<file path="src/rtl/core/vtg_pkg.sv">
// shared types, codes and helpers for the vector tile geometry decoder
package vtg_pkg;

  // field widths
  localparam int unsigned WORD_W   = 32;
  localparam int unsigned CMD_ID_W = 3;
  localparam int unsigned COUNT_W  = WORD_W - CMD_ID_W;

  // command ids
  localparam logic [CMD_ID_W-1:0] CMD_NONE  = 3'd0;
  localparam logic [CMD_ID_W-1:0] CMD_MOVE  = 3'd1;
  localparam logic [CMD_ID_W-1:0] CMD_LINE  = 3'd2;
  localparam logic [CMD_ID_W-1:0] CMD_CLOSE = 3'd7;

  // result event codes
  localparam logic [1:0] EV_MOVE  = 2'd0;
  localparam logic [1:0] EV_LINE  = 2'd1;
  localparam logic [1:0] EV_CLOSE = 2'd2;
  localparam logic [1:0] EV_POINT = 2'd3;

  // geometry type register codes, the spare code decodes as a line string
  localparam logic [1:0] GT_POINT   = 2'd0;
  localparam logic [1:0] GT_LINE    = 2'd1;
  localparam logic [1:0] GT_POLYGON = 2'd2;
  localparam logic [1:0] GT_SPARE   = 2'd3;

  // input item
  typedef struct packed {
    logic [WORD_W-1:0] word;
    logic              start_feature;
  } geom_in_t;

  // result item
  typedef struct packed {
    logic [1:0]               event_res;
    logic signed [WORD_W-1:0] coord_x;
    logic signed [WORD_W-1:0] coord_y;
  } geom_out_t;

  // classified operation handed from front to back
  typedef enum logic [1:0] {
    OP_CMD,
    OP_CLOSE,
    OP_X,
    OP_Y
  } op_kind_t;

  typedef struct packed {
    logic              clear;
    op_kind_t          kind;
    logic              emit;
    logic [1:0]        event_res;
    logic [WORD_W-1:0] delta;
  } geom_op_t;

  // zigzag decode of a parameter word
  function automatic logic [WORD_W-1:0] unzig(input logic [WORD_W-1:0] w);
    return (w >> 1) ^ {WORD_W{w[0]}};
  endfunction

endpackage

</file>
<file path="src/rtl/core/vtg_queue.sv">
// small register queue with occupancy count
module vtg_queue
  #(
    parameter type         item_t = logic,
    parameter int unsigned DEPTH  = 4
  )
  (
    input  logic  clk,
    input  logic  rst,
    input  logic  push,
    input  item_t push_data,
    output logic  full,
    input  logic  pop,
    output item_t head,
    output logic  empty
  );

  localparam int unsigned PTR_W = (DEPTH > 1) ? $clog2(DEPTH) : 1;
  localparam int unsigned CNT_W = $clog2(DEPTH + 1);

  item_t              mem [DEPTH];
  logic [PTR_W-1:0]   wr_ptr;
  logic [PTR_W-1:0]   rd_ptr;
  logic [CNT_W-1:0]   count;
  logic               do_push;
  logic               do_pop;

  assign full    = (count == CNT_W'(DEPTH));
  assign empty   = (count == '0);
  assign do_push = push && !full;
  assign do_pop  = pop && !empty;
  assign head    = mem[rd_ptr];

  // storage
  always_ff @(posedge clk) begin
    if (do_push) begin
      mem[wr_ptr] <= push_data;
    end
  end

  // pointers and count
  always_ff @(posedge clk) begin
    if (rst) begin
      wr_ptr <= '0;
      rd_ptr <= '0;
      count  <= '0;
    end else begin
      if (do_push) begin
        wr_ptr <= (wr_ptr == PTR_W'(DEPTH - 1)) ? '0 : wr_ptr + 1'b1;
      end
      if (do_pop) begin
        rd_ptr <= (rd_ptr == PTR_W'(DEPTH - 1)) ? '0 : rd_ptr + 1'b1;
      end
      unique case ({do_push, do_pop})
        2'b10:   count <= count + 1'b1;
        2'b01:   count <= count - 1'b1;
        default: count <= count;
      endcase
    end
  end

endmodule

</file>
<file path="src/rtl/core/vtg_front.sv">
// front end: command parser that classifies each geometry word
module vtg_front
  import vtg_pkg::*;
  (
    input  logic       clk,
    input  logic       rst,
    input  logic [1:0] geometry_type,
    input  logic       accept,
    input  geom_in_t   item,
    output geom_op_t   op
  );

  logic [COUNT_W-1:0]  pairs_left;
  logic [CMD_ID_W-1:0] current_command;
  logic                awaiting_y;

  logic [COUNT_W-1:0]  pairs_left_next;
  logic [CMD_ID_W-1:0] current_command_next;
  logic                awaiting_y_next;

  logic [COUNT_W-1:0]  eff_pairs;
  logic [CMD_ID_W-1:0] eff_cmd;
  logic                eff_await;
  logic [CMD_ID_W-1:0] word_id;

  // feature start wipes the parser before the word is looked at
  assign eff_pairs = item.start_feature ? '0 : pairs_left;
  assign eff_cmd   = item.start_feature ? CMD_NONE : current_command;
  assign eff_await = item.start_feature ? 1'b0 : awaiting_y;
  assign word_id   = item.word[CMD_ID_W-1:0];

  // classify the word and work out the parser update
  always_comb begin
    pairs_left_next      = eff_pairs;
    current_command_next = eff_cmd;
    awaiting_y_next      = eff_await;
    op.clear             = item.start_feature;
    op.kind              = OP_CMD;
    op.emit              = 1'b0;
    op.event_res         = EV_MOVE;
    op.delta             = unzig(item.word);
    priority if (eff_pairs == '0) begin
      current_command_next = word_id;
      awaiting_y_next      = 1'b0;
      if (geometry_type == GT_POLYGON && word_id == CMD_CLOSE) begin
        pairs_left_next = '0;
        op.kind         = OP_CLOSE;
        op.emit         = 1'b1;
        op.event_res    = EV_CLOSE;
      end else begin
        pairs_left_next = item.word[WORD_W-1:CMD_ID_W];
      end
    end else if (!eff_await) begin
      op.kind         = OP_X;
      awaiting_y_next = 1'b1;
    end else begin
      op.kind         = OP_Y;
      awaiting_y_next = 1'b0;
      pairs_left_next = eff_pairs - 1'b1;
      priority if (geometry_type == GT_POINT) begin
        op.emit      = 1'b1;
        op.event_res = EV_POINT;
      end else if (eff_cmd == CMD_MOVE) begin
        op.emit      = 1'b1;
        op.event_res = EV_MOVE;
      end else if (eff_cmd == CMD_LINE) begin
        op.emit      = 1'b1;
        op.event_res = EV_LINE;
      end else begin
        op.emit      = 1'b0;
      end
    end
  end

  // parser state
  always_ff @(posedge clk) begin
    if (rst) begin
      pairs_left      <= '0;
      current_command <= CMD_NONE;
      awaiting_y      <= 1'b0;
    end else if (accept) begin
      pairs_left      <= pairs_left_next;
      current_command <= current_command_next;
      awaiting_y      <= awaiting_y_next;
    end
  end

endmodule

</file>
<file path="src/rtl/core/vtg_back.sv">
// back end: cursor accumulator that turns operations into results
module vtg_back
  import vtg_pkg::*;
  (
    input  logic      clk,
    input  logic      rst,
    input  logic      op_valid,
    input  geom_op_t  op,
    output logic      op_take,
    input  logic      res_full,
    output logic      res_push,
    output geom_out_t res
  );

  logic [WORD_W-1:0] cursor_x;
  logic [WORD_W-1:0] cursor_y;
  logic [WORD_W-1:0] base_x;
  logic [WORD_W-1:0] base_y;
  logic [WORD_W-1:0] cursor_x_next;
  logic [WORD_W-1:0] cursor_y_next;

  // take an operation only when its result has somewhere to go
  assign op_take  = op_valid && !res_full;
  assign res_push = op_take && op.emit;

  assign base_x = op.clear ? '0 : cursor_x;
  assign base_y = op.clear ? '0 : cursor_y;

  // delta add on the axis the operation names
  always_comb begin
    cursor_x_next = base_x;
    cursor_y_next = base_y;
    unique case (op.kind)
      OP_X:    cursor_x_next = base_x + op.delta;
      OP_Y:    cursor_y_next = base_y + op.delta;
      default: begin
        cursor_x_next = base_x;
        cursor_y_next = base_y;
      end
    endcase
  end

  assign res.event_res = op.event_res;
  assign res.coord_x   = cursor_x_next;
  assign res.coord_y   = cursor_y_next;

  // cursor
  always_ff @(posedge clk) begin
    if (rst) begin
      cursor_x <= '0;
      cursor_y <= '0;
    end else if (op_take) begin
      cursor_x <= cursor_x_next;
      cursor_y <= cursor_y_next;
    end
  end

endmodule

</file>
<file path="src/rtl/core/vector_tile_geometry_decoder.sv">
// Vector tile geometry command decoder.
// Input channel: push/full with item (word, start_feature); a word is
// transferred at a clock edge with push high and full low. Result channel:
// empty/pop with result (event_res, coord_x, coord_y); the oldest result is
// shown while empty is low and transferred at an edge with pop high.
// Configuration: cfg_we/cfg_data write geometry_type (point, line, polygon);
// write it only while no words are in flight.
// A word that produces a result is written first into the operation queue
// by the parser and then into the result queue by the cursor add, and a
// full result queue can hold it between the two.
// Throughput: one word per cycle while full is low. Front and back are split
// by an OP_DEPTH operation queue, and results wait in a RES_DEPTH result
// queue, so a stalled receiver only raises full once both queues have
// filled.
// Reset (rst, synchronous): empties both queues, zeroes the cursor, returns
// the parser to expecting a command and sets geometry_type to point.
module vector_tile_geometry_decoder
  import vtg_pkg::*;
  #(
    parameter int unsigned OP_DEPTH  = 4,
    parameter int unsigned RES_DEPTH = 4
  )
  (
    input  logic      clk,
    input  logic      rst,
    input  logic      push,
    output logic      full,
    input  geom_in_t  item,
    output logic      empty,
    input  logic      pop,
    output geom_out_t result,
    input  logic      cfg_we,
    input  logic [1:0] cfg_data
  );

  logic [1:0] geometry_type;
  logic       accept;
  geom_op_t   front_op;
  geom_op_t   back_op;
  logic       op_empty;
  logic       op_take;
  logic       res_full;
  logic       res_push;
  geom_out_t  back_res;

  assign accept = push && !full;

  // configuration register
  always_ff @(posedge clk) begin
    if (rst) begin
      geometry_type <= GT_POINT;
    end else if (cfg_we) begin
      geometry_type <= cfg_data;
    end
  end

  // command parser
  vtg_front u_front (
    .clk           (clk),
    .rst           (rst),
    .geometry_type (geometry_type),
    .accept        (accept),
    .item          (item),
    .op            (front_op)
  );

  // operation queue between parser and cursor
  vtg_queue #(
    .item_t (geom_op_t),
    .DEPTH  (OP_DEPTH)
  ) u_op_queue (
    .clk       (clk),
    .rst       (rst),
    .push      (push),
    .push_data (front_op),
    .full      (full),
    .pop       (op_take),
    .head      (back_op),
    .empty     (op_empty)
  );

  // cursor accumulator
  vtg_back u_back (
    .clk      (clk),
    .rst      (rst),
    .op_valid (!op_empty),
    .op       (back_op),
    .op_take  (op_take),
    .res_full (res_full),
    .res_push (res_push),
    .res      (back_res)
  );

  // result queue
  vtg_queue #(
    .item_t (geom_out_t),
    .DEPTH  (RES_DEPTH)
  ) u_res_queue (
    .clk       (clk),
    .rst       (rst),
    .push      (res_push),
    .push_data (back_res),
    .full      (res_full),
    .pop       (pop),
    .head      (result),
    .empty     (empty)
  );

endmodule

</file>
<file path="config.mk">
export PLATFORM = sky130hd
export DESIGN_NAME = vector_tile_geometry_decoder
export DESIGN_NICKNAME = d
export VERILOG_FILES = /design/src/rtl/core/vtg_pkg.sv /design/src/rtl/core/vtg_queue.sv /design/src/rtl/core/vtg_front.sv /design/src/rtl/core/vtg_back.sv /design/src/rtl/core/vector_tile_geometry_decoder.sv
export SDC_FILE = /design/constraint.sdc
export NUM_CORES = 1
export LEC_CHECK = 0
export BUFFER_PORTS_ARGS = -buffer_cell sky130_fd_sc_hd__buf_4
export CAP_MARGIN = 20
export CORE_ASPECT_RATIO = 1.4
export CORE_UTILIZATION = 41
export CTS_BUF_LIST = sky130_fd_sc_hd__clkbuf_16
export CTS_CLUSTER_DIAMETER = 100
export CTS_CLUSTER_SIZE = 16
export DETAILED_ROUTE_END_ITERATION = 12
export PLACE_DENSITY = 0.68
export SLEW_MARGIN = 0
export SYNTH_ARGS = -nofsm -noshare
export SYNTH_HDL_FRONTEND = slang
export SYNTH_HIERARCHICAL = 1
export SYNTH_SLANG_ARGS = --single-unit
</file>
<file path="constraint.sdc">
create_clock -name clk -period 4.9 [get_ports clk]
set_input_delay 0.245 -clock clk [delete_from_list [all_inputs] [get_ports clk]]
set_output_delay 0.245 -clock clk [all_outputs]
set_load 0.01 [all_outputs]
</file>
After elaboration in Yosys (flattened, before gate mapping)

Memory sizes are Yosys's and may differ from the RTL's. A register that Yosys moved wholly into a read port is not among the register bits.
Cells that the tools add are included.

Eq/ne operators: 16
Add/subtract/negate cells: 11
Bitwise logic cells: 1
Muxes and demuxes: 35
Reduce and logical (&&, ||, !) cells: 17

Operators by type and width:

| operator                | count |
|---|---|
| $mux W32                | 4 |
| $mux W29                | 4 |
| $add A32 B32 Y32        | 2 |
| $xor A31 B32 Y32        | 1 |
| $logic_not A29 Y1       | 1 |
| $sub A29 B1 Y29 const B | 1 |
| $eq A2 B2 Y1 const B    | 9 |
| $mux W2                 | 8 |
| $mux W3                 | 5 |
| $pmux W3 S2             | 2 |
| $mux W1                 | 10 |
| $eq A3 B3 Y1 const B    | 3 |
| $add A2 B1 Y2 const B   | 4 |
| $logic_and A1 B1 Y1     | 7 |
| $add A3 B1 Y3 const B   | 2 |
| $logic_not A3 Y1        | 2 |
| $sub A3 B1 Y3 const B   | 2 |
| $mux W5                 | 1 |
| $eq A2 B1 Y1 const B    | 2 |
| $logic_not A1 Y1        | 4 |
| $mux W4                 | 1 |
| $reduce_bool A2 Y1      | 2 |
| $eq A3 B1 Y1 const B    | 1 |
| $eq A3 B2 Y1 const B    | 1 |
| $logic_not A2 Y1        | 1 |

RAM bits: 416
Flip-flop bits (word level): 113
Logic and storage cells: 94
Output and inout port bits: 68
Input port bits: 40
Memories: 2

Memory list:

| name            | words | width | read ports | clocked after Yosys merged registers in | write ports | line            | text |
|---|---|---|---|---|---|---|---|
| u_res_queue.mem | 4     | 66    | 1          | 1                                       | 1           | vtg_queue.sv:21 | `item_t mem [DEPTH];` |
| u_op_queue.mem  | 4     | 38    | 1          | 1                                       | 1           | vtg_queue.sv:21 |  |

Logic depth before layout (Yosys ltp)

Gate-level depths: netlist (run 1).

Depth after elaboration: 7
Mapped depth: 17
Depth with buffers taken out: 14

Cells and area by module

Netlist (run 1), hierarchy kept.

By module, submodules not included:

| module                       | seq. area each (um2) | times used | cells each | area an instance (um2) |
|---|---|---|---|---|
| vtg_queue (u_res_queue)      | 8,107.8              | 1          | 398        | 10,009.6 |
| vtg_back                     | 1,281.2              | 1          | 964        | 6,668.9 |
| vtg_queue (u_op_queue)       | 4,744.6              | 1          | 252        | 5,974.5 |
| vtg_front                    | 660.6                | 1          | 326        | 2,522.4 |
| vector_tile_geometry_decoder | 40.0                 | 1          | 8          | 77.6 |

Least setup slack after synthesis (run 1)

OpenSTA, ideal clock, no wires.

Path type: reg-to-reg
Start: register (tool-made name)
End: memory u_res_queue/mem[0][28] (netlist bit) (data pin)
Stages on the path, launching flop included: 16
Arrival: 3.761 ns
Clock period less this slack: 4.030 ns
Library setup time: 0.269 ns
Path buffers: 3
Path slack: 0.870 ns
Required time: 4.631 ns
Cells stage by stage: dfxtp_1 buf_2 mux4_2 clkbuf_1 nor2b_1 ha_1 buf_6 and4_4 a21o_1 a211o_1 a31o_2 nand3_2 nand3_2 a31oi_1 mux2_2 or2_2

RTL lines:

| item          | line |
|---|---|
| end, declared | vtg_queue.sv:21 |

==> results.tsv, run 1 <==
metric	value	unit
compound-cell area share of the yosys netlist	10.06	%
Final WS setup	442.9	ps
via count	16230	
type of origin of the critical path	register	
commonest cells after routing, fill and taps aside	416 x edfxtp_1, 239 x nand2_1, 129 x buf_4, 114 x dfxtp_1, 109 x a21oi_1	
Top FF cell, synth	edfxtp_1	
CTS resizes	0	
Syn Inst Count	1948	
status	finished, final reports clean	
Synth Cell Area	0.02525	mm²
Simple-Gate Fraction of Synth Area	11.69	%
remaining antenna violation count	0	
Switching Fraction	37.30	%
PwrDens	575.4	mW/mm²
final total negative setup slack	0	ps
row cnt	107	
htree depth	2	
Total GRT Usage	18.65	%
proportion of synthesized area in mux cells	9.686	%
pin count of the biggest net entering global routing	67	
core area	0.06091	mm²
Register Area	0.01484	mm²
top cells by area, synth	edfxtp_1 49%, dfxtp_1 9.3%, mux4_2 9.3%, ha_1 3.8%, nand2_1 3.6%	
area of the multi-input gates	0.009754	mm²
clk sinks	533	
final setup fails	0	
hold_buf cts	28	
Synth Area in XOR/XNOR	3.087	%
chip width	211.8	µm
Cell variety after synth	96	
port bufs	107	
worst path required time	5170	ps
Clock Latency Late Sink	560	ps
post-DR vias/cell	5.598	
Clk pin slew, worst setup/hold paths	70	ps
post-synth top area share	49.47	%
critical path type	register to register	
Worst Hold Class	input pin to register	
hold depth	3	
DR iter-0 viols	1063	
RSZ-0062 raised after global routing	no	
ant diodes	0	
#FFs+latches synth	533	
post-CTS setup repair buffer count	0	
Overall Power	0.01628	W
global route total overflow	0	
Worst EP arrival	4730	ps
Final Util	46.45	%
initial antenna violation count	0	
part of the power in registers	39.5	%
DP HPWL	40.11	mm
period utilisation layout	90.96	%
Hold Vio Cnt, Final	0	
maximum fanout along the worst path	20	
Leak	10.10	nW
CTS tree	yes	
maximum vdd drop	343.9	µV
first-pass GRT wire length	90.73	mm
ratio of cells with drive above 1 in the final layout	16.09	%
drt first pass iters	7	
Sw Pwr	0.006073	W
deepest clock path buffer count	3	
Setup crit end kind	register	
measured slew at the worst slew-check pin	1058	ps
Post-synth EDFFs	416	
worst-case reg-to-reg path depth	15	
Synthesized Nets	2068	
Layout Skew	25.67	ps
Adder-Cell Fraction of Synth Area	4.083	%
DRC	0	
Area Growth Syn to Fin	12.05	%
commonest non-fill, non-tap cell in the layout	edfxtp_1	
P_int	0.01021	W
Post-Place Worst Slack	494.1	ps
post-layout min period	4457	ps
Layout Cells excl Fill	2899	
# nets final	2173	
max-slew violations	0	
# IOs	108	
Die H	295.7	µm
fmax	0.2244	GHz
largest family of logic cells by synthesized area	simple AND/OR/NAND/NOR gates	
Synth area leader	edfxtp_1	
Post-Route WL	58.05	mm
Initial Utilization	41.46	%
maxcap violations	0	
GP Congestion	0.8881	
Synth Warn #	6	
relative slew slack	29.47	%
routed len/inst	20.02	µm
Gate power share	42.0	%
CTS root buf	clkbuf_16	
Avg Inst Size Synth	12.96	µm²
total CTS buffers	39	
async set-reset flop share out of synthesis	0	%
placed insts	2801	
Filler cells	5397	
vias in the first global route	16300	
Total Die Area	0.06260	mm²
Clock Power Share	18.5	%
sequential area share after synthesis	58.74	%
logic make-up (layout without fill, tap and decap cells):
| logic type | Yosys count | count (layout) |
|---|---|---|
| DFF | 533 | 533 |
| and+or+nand+nor | 606 | 606 |
| xor gates and xnor gates | 89 | 89 |
| buffers and inverters | 147 | 281 |
| AOI/OAI and AO/OA | 379 | 379 |
| muxes | 114 | 114 |
| adders and majority gates | 80 | 80 |
worst max-delay path, stage by stage (launching register included):
cell	delay, ps
dfxtp_2	490
mux4_2	290
buf_4	250
nor2b_1	110
ha_1	230
fa_1	430
a21oi_1	260
o22ai_1	170
a211o_1	330
a31o_2	320
nand3_2	100
nand3_2	90
a31oi_1	280
o21ai_0	170
xnor2_1	160
o21ai_0	490
metal layers:
layer	vias up	track usage (%)	share of wire, %
li1	7587	-	-
met1	8079	23.16	41
met2	471	33.71	51
met3	93	1.970	4.4
met4	0	6.133	2.8
met5	-	0	0
layout make-up:
| class | instances | area share (%) |
|---|---|---|
| clock buffer | 41 | 3.626 |
| clock inverter | 29 | 0.4289 |
| inverter | 49 | 0.6500 |
| multi-input combinational | 1268 | 34.47 |
| sequential | 533 | 52.45 |
| tap | 817 | 3.612 |
| timing repair buffer | 162 | 4.767 |
power groups by stage:
stage	Sequential (W)	Combinational (W)	Clock, W
6_report	0.00642	0.00685	0.00301
5_1_grt	0.00650	0.00752	0.00324
4_1_cts	0.00643	0.00689	0.00310
3_5_place_dp	0.00652	0.00686	0
3_3_place_gp	0.00648	0.00670	0
2_1_floorplan	0.00639	0.00477	0
stage by stage:
step / area [µm²] / hold slack, ps
after floorplan: 25250 / 317.4
after global placement: 26870 / 436.1
after detailed placement: 26870 / 444.1
after CTS: 28300 / 1.291
after global routing: 28300 / 28.99
final: 28300 / 22.56
state kept, by name, summed over array words and instances, names as in the netlist, named ones only:
name / flops
u_res_queue/count: 3
u_res_queue/wr_ptr: 2
u_back/cursor_y: 32
u_front/pairs_left: 29
u_op_queue/count: 3
u_op_queue/mem: 152
u_op_queue/wr_ptr: 2
u_res_queue/mem: 264
u_op_queue/rd_ptr: 2
u_front/current_command: 3
u_back/cursor_x: 32
geometry_type: 2
u_res_queue/rd_ptr: 2
u_front/awaiting_y: 1
cell usage after synthesis (6+ instances only):
cell,number
edfxtp_1,416
nand2_1,239
dfxtp_1,117
a21oi_1,109
mux4_2,104
nor2_1,101
o21ai_0,78
ha_1,76
nor2b_1,73
clkbuf_1,59
xor2_1,52
inv_1,48
nand3_1,40
nor3_1,38
xnor2_1,37
a21o_1,29
or3_1,18
buf_2,16
a311oi_1,15
a31oi_1,15
o21a_1,14
nand4_1,13
o21bai_1,12
and2_1,10
nor4_1,10
buf_6,9
o31ai_1,9
a211oi_1,8
a221o_1,8
a22oi_1,8
and3_2,8
buf_4,8
nand2b_1,8
a32oi_1,7
mux2i_1,7
o211ai_1,7
buf_1,6
nor4b_1,6
or2_2,6
path summary, 6_finish.rpt:
check | from | slack (ps) | to
worst max-delay path | register | 440 | u_res_queue/mem[0][26]$_DFFE_PP_
worst min register to register | u_back/cursor_y[1]$_SDFFE_PP0P_ | 460 | u_back/cursor_y[1]$_SDFFE_PP0P_
worst min-delay path | item[5] | 20 | u_front/pairs_left[1]$_SDFFE_PP0P_
worst max register to register | register | 440 | u_res_queue/mem[0][26]$_DFFE_PP_
Power figures use the tool's default switching activity.
==> run 2: changes to the inputs <==
- CELL_PAD_IN_SITES_DETAIL_PLACEMENT: not set -> 1
- CELL_PAD_IN_SITES_GLOBAL_PLACEMENT: not set -> 1
- PLACE_DENSITY: 0.68 -> 0.77
==> results.tsv, run 2 (synthesis results as in run 1) <==
metric	value	unit	change
htree depth	2		unchanged
Clock Power Share	18.1	%	-0.4 points
Filler cells	6267		+16%
clk sinks	533		unchanged
vias in the first global route	17640		+8.3%
Die H	295.7	µm	unchanged
chip width	211.8	µm	unchanged
Setup crit end kind	register		
maximum vdd drop	448.4	µV	+30%
drt first pass iters	5		-2
Overall Power	0.01642	W	+0.87%
Sw Pwr	0.006241	W	+2.8%
row cnt	107		unchanged
final setup fails	0		unchanged
Final WS setup	440.9	ps	-2.015 ps
maximum fanout along the worst path	50		+150%
CTS root buf	clkbuf_16		
Final Util	46.47	%	about the same
Post-Place Worst Slack	446.4	ps	-47.78 ps
Switching Fraction	38.00	%	+0.70 points
biggest regs	u_res_queue/mem (264), u_op_queue/mem (152)		
Worst Hold Class	input pin to register		
Clock Latency Late Sink	580	ps	+20 ps
part of the power in registers	39.4	%	about the same
routed len/inst	21.98	µm	+9.8%
P_int	0.01018	W	-0.25%
met1 Use GR	25.10	%	+1.9 points
critical path type	register to register		
ant diodes	0		unchanged
# IOs	108		unchanged
maxcap violations	0		unchanged
pin count of the biggest net entering global routing	77		+15%
Hold Vio Cnt, Final	0		unchanged
type of origin of the critical path	register		
Initial Utilization	41.46	%	unchanged
status	finished, final reports clean		
first-pass GRT wire length	99.83	mm	+10%
post-layout min period	4459	ps	+2.015 ps
via count	16360		+0.78%
# nets final	2175		+0.092%
largest reg by FF count	u_res_queue/mem		
Worst EP arrival	4720	ps	about the same
Layout Skew	32.49	ps	+6.822 ps
DRC	0		unchanged
max-slew violations	0		unchanged
met3 usage	2.340	%	+0.37 points
Leak	10.09	nW	about the same
deepest clock path buffer count	3		unchanged
post-CTS setup repair buffer count	0		unchanged
ratio of cells with drive above 1 in the final layout	16.03	%	-0.056 points
CTS tree	yes		
Post-Route WL	63.73	mm	+9.8%
RSZ-0062 raised after global routing	no		
max FFs per register	264		unchanged
met2 Use GR	38.24	%	+4.5 points
commonest cells after routing, fill and taps aside	416 x edfxtp_1, 239 x nand2_1, 126 x buf_4, 114 x dfxtp_1, 109 x a21oi_1		
worst-case reg-to-reg path depth	15		unchanged
final total negative setup slack	0	ps	unchanged
final hold slack	27.49	ps	+4.931 ps
total CTS buffers	39		unchanged
measured slew at the worst slew-check pin	1116	ps	+58.02 ps
remaining antenna violation count	0		unchanged
GR peak layer	met2		
port bufs	107		unchanged
PwrDens	580.2	mW/mm²	+0.84%
core area	0.06091	mm²	unchanged
Clk pin slew, worst setup/hold paths	70	ps	about the same
GP Congestion	0.8754		-1.4%
initial antenna violation count	0		unchanged
Area Growth Syn to Fin	12.09	%	about the same
DP HPWL	44.45	mm	+11%
DR iter-0 viols	725		-32%
Total GRT Usage	20.78	%	+2.1 points
period utilisation layout	91.00	%	about the same
worst path required time	5170	ps	about the same
global route total overflow	0		unchanged
Gate power share	42.6	%	+0.6 points
commonest non-fill, non-tap cell in the layout	edfxtp_1		
relative slew slack	24.96	%	-4.5 points
hold depth	3		unchanged
post-DR vias/cell	5.640		+0.74%
Total Die Area	0.06260	mm²	unchanged
fmax	0.2243	GHz	about the same
[run 2: cell types whose count changed in the layout (fill, tap and decap cells not counted)]
cell,previous run,this run
buf_4,129,126
dlygate4sd3_1,28,31
buf_12,5,7
clkbuf_16,41,39
inv_6,0,1
nand2b_1,8,7
nand2b_2,0,1
[run 2: per-layer routing]
metal / wire, µm / vias to the layer above
met4: 1867 / 0
met1: 26440 / 8353
met5: 0 / -
met2: 33510 / 321
met3: 1913 / 106
li1: - / 7576
[run 2: timing repair]
action | 4_1_cts | 5_1_grt
hold buffers | 31 | 0
resized for setup | 0 | 0
setup endpoints to repair | 0 | 0
hold endpoints to repair | 30 | 0
[run 2: path summary, 6_finish.rpt]
path                                     from                            endpoint  slack, ps
max                                  register    u_res_queue/mem[3][29]$_DFFE_PP_        440
min                                   item[6]  u_front/pairs_left[2]$_SDFFE_PP0P_         30
max reg2reg                          register    u_res_queue/mem[3][29]$_DFFE_PP_        440
min reg2reg  u_back/cursor_x[12]$_SDFFE_PP0P_    u_back/cursor_x[12]$_SDFFE_PP0P_        460
[run 2: power by group through the flow]
stage / Sequential, W / Combinational [W] / Clock (W)
6_report: 0.00647 / 0.00699 / 0.00297
4_1_cts: 0.00647 / 0.00706 / 0.00306
3_3_place_gp: 0.00650 / 0.00677 / 0
2_1_floorplan: 0.00639 / 0.00477 / 0
3_5_place_dp: 0.00657 / 0.00702 / 0
5_1_grt: 0.00654 / 0.00766 / 0.00319
[run 2: cell type report]
cell class,count,area (µm²),share of cell area (%)
clock buffers,39,975.9,3.448
clock inverters,30,130.1,0.4597
inverters,49,183.9,0.6498
multi-input cells,1268,9757,34.47
flip-flops and latches,533,14840,52.43
well taps,817,1022,3.611
repair buffers,164,1396,4.933
[run 2: worst max-delay path, cell delays in order (launching register included)]
cell	delay (ps)
dfxtp_2	440
mux4_2	770
buf_12	290
nor2b_1	190
ha_1	260
a21o_1	170
o21bai_1	140
nand3_1	100
nand2_1	70
a21oi_1	60
a31oi_1	330
o21ai_1	220
a2111oi_1	600
buf_4	220
nand4b_1	110
nand3_1	170
[run 2: through the flow]
stage	cell area, µm²	cells
4_1_cts	28310	2900
2_1_floorplan	25250	1948
6_report	28310	2900
3_3_place_gp	26890	2800
3_5_place_dp	26890	2800
5_1_grt	28310	2900
==> run 3: changes to the inputs <==
- CORE_UTILIZATION: 41 -> 35
- PLACE_DENSITY: 0.77 -> 0.69
==> results.tsv, run 3 (synthesis results as in run 1) <==
metric	value	unit	change
status	finished, final reports clean		
max FFs per register	264		unchanged
biggest regs	u_res_queue/mem (264), u_op_queue/mem (152)		
core area	0.07141	mm²	+17%
first-pass GRT wire length	102.6	mm	+2.8%
GP Congestion	0.8520		-2.7%
initial antenna violation count	0		unchanged
fmax	0.2282	GHz	+1.7%
total CTS buffers	39		unchanged
pin count of the biggest net entering global routing	67		-13%
DR iter-0 viols	744		+2.6%
Cell Chain, Critical Path	buf_4 > mux4_2 > ha_1 > fa_1 > a21oi_1 > o21bai_2 > a211oi_1 > o21a_1 > a2111o_1 > nand2_1 > a221oi_2 > mux2i_1 > or3_1		
ratio of cells with drive above 1 in the final layout	16.47	%	+0.43 points
commonest non-fill, non-tap cell in the layout	edfxtp_1		
final setup fails	0		unchanged
maximum fanout along the worst path	12		-76%
post-layout min period	4383	ps	-76.29 ps
largest reg by FF count	u_res_queue/mem		
ant diodes	0		unchanged
type of origin of the critical path	register		
post-DR vias/cell	5.367		-4.8%
remaining antenna violation count	0		unchanged
relative slew slack	27.28	%	+2.3 points
CTS resizes	0		unchanged
placed insts	2936		+4.9%
max-slew violations	0		unchanged
PwrDens	578.6	mW/mm²	-0.28%
measured slew at the worst slew-check pin	1091	ps	-25.20 ps
chip width	229.0	µm	+8.2%
DP HPWL	46.13	mm	+3.8%
deepest clock path buffer count	3		unchanged
Area Growth Syn to Fin	13.17	%	
row cnt	116		+8.4%
Worst Hold Class	input pin to register		
CTS root buf	clkbuf_16		
maximum vdd drop	265.4	µV	-41%
Leak	10.16	nW	+0.74%
Clk pin slew, worst setup/hold paths	80	ps	about the same
Top delay family on crit path	compound AO/OA/AOI/OAI gates		
vias in the first global route	17720		+0.42%
Die H	319.8	µm	+8.2%
clk sinks	533		unchanged
Layout Skew	20.87	ps	-11.62 ps
CTS tree	yes		
worst path required time	5200	ps	+30 ps
Worst EP arrival	4680	ps	-40 ps
slowest stage cell, crit path	mux4_2		
Filler cells	7529		+20%
period utilisation layout	89.44	%	-1.6 points
Worst Path Buf+Inv	1		-1
global route total overflow	0		unchanged
drt first pass iters	4		-1
routed len/inst	21.32	µm	-3.0%
post-CTS setup repair buffer count	0		unchanged
Hold Vio Cnt, Final	0		unchanged
via count	16310		-0.29%
critical path type	register to register		
maxcap violations	0		unchanged
htree depth	2		unchanged
Clock Latency Late Sink	580	ps	about the same
Total Die Area	0.07324	mm²	+17%
final total negative setup slack	0	ps	unchanged
# nets final	2185		+0.46%
Post-Route WL	64.80	mm	+1.7%
Worst path max stage delay	590	ps	-180 ps
port bufs	107		unchanged
RSZ-0062 raised after global routing	no		
# IOs	108		unchanged
Setup crit end kind	register		
Layout Cells excl Fill	3039		+4.8%
Initial Utilization	35.36	%	-6.1 points
DRC	0		unchanged
Total GRT Usage	17.88	%	-2.9 points
commonest cells after routing, fill and taps aside	416 x edfxtp_1, 239 x nand2_1, 135 x buf_4, 114 x dfxtp_1, 109 x a21oi_1		
-- run 3: timing repair --
action | 4_1_cts | 5_1_grt
endpoints found under the setup margin | 0 | 0
hold buffers | 32 | 0
endpoints found under the hold margin | 31 | 0
-- run 3: worst paths after layout --
kind | startpoint | slack [ps] | end | depth (start not counted)
min | item[8] | 30 | u_front/pairs_left[4]$_SDFFE_PP0P_ | 3
max reg2reg | register | 520 | u_res_queue/mem[3][56]$_DFFE_PP_ | 13
min reg2reg | u_back/cursor_y[2]$_SDFFE_PP0P_ | 450 | u_back/cursor_y[2]$_SDFFE_PP0P_ | 2
max | register | 520 | u_res_queue/mem[3][56]$_DFFE_PP_ | 13
-- run 3: per-layer routing --
metal | vias up | global-route usage (%) | share of wire [%] | routed length (µm)
li1 | 7596 | - | - | -
met1 | 8360 | 22.00 | 43 | 27610
met2 | 258 | 32.61 | 52 | 33760
met3 | 95 | 2.122 | 2.8 | 1837
met4 | 0 | 5.185 | 2.5 | 1594
met5 | - | 0 | 0 | 0
-- run 3: stage by stage --
stage	utilization (%)	setup WS, ps	hold WS, ps	instance area [µm²]	power, W
2_1_floorplan	-	870.0	317.4	25250	0.01117
3_3_place_gp	37.97	531.9	440.9	27120	0.01335
3_5_place_dp	37.97	503.9	446.6	27120	0.01367
5_1_grt	40.02	178.3	18.71	28580	0.01754
6_report	40.02	517.2	27.39	28580	0.01654
4_1_cts	40.02	487.1	3.462	28580	0.01677
-- run 3: worst min-delay path: stages --
cell	delay, ps
buf_4	110
a21oi_1	60
nor3_1	140
-- run 3: area by class of cell --
class | count | area, µm² | area share [%]
Inverter | 49 | 183.9 | 0.6436
Tap cell | 944 | 1181 | 4.133
Clock inverter | 30 | 117.6 | 0.4115
Timing Repair Buffer | 174 | 1474 | 5.157
Multi-Input combinational cell | 1268 | 9757 | 34.14
Sequential cell | 533 | 14840 | 51.93
Clock buffer | 41 | 1026 | 3.590
-- run 3: power by group --
part           leakage, nW  internal [W]  total, W  switching, W
logic                 4.71       0.00263   0.00707       0.00444
registers             4.79       0.00612   0.00642      0.000296
clock network        0.659       0.00151   0.00305       0.00153
total                 10.2        0.0103    0.0165       0.00627
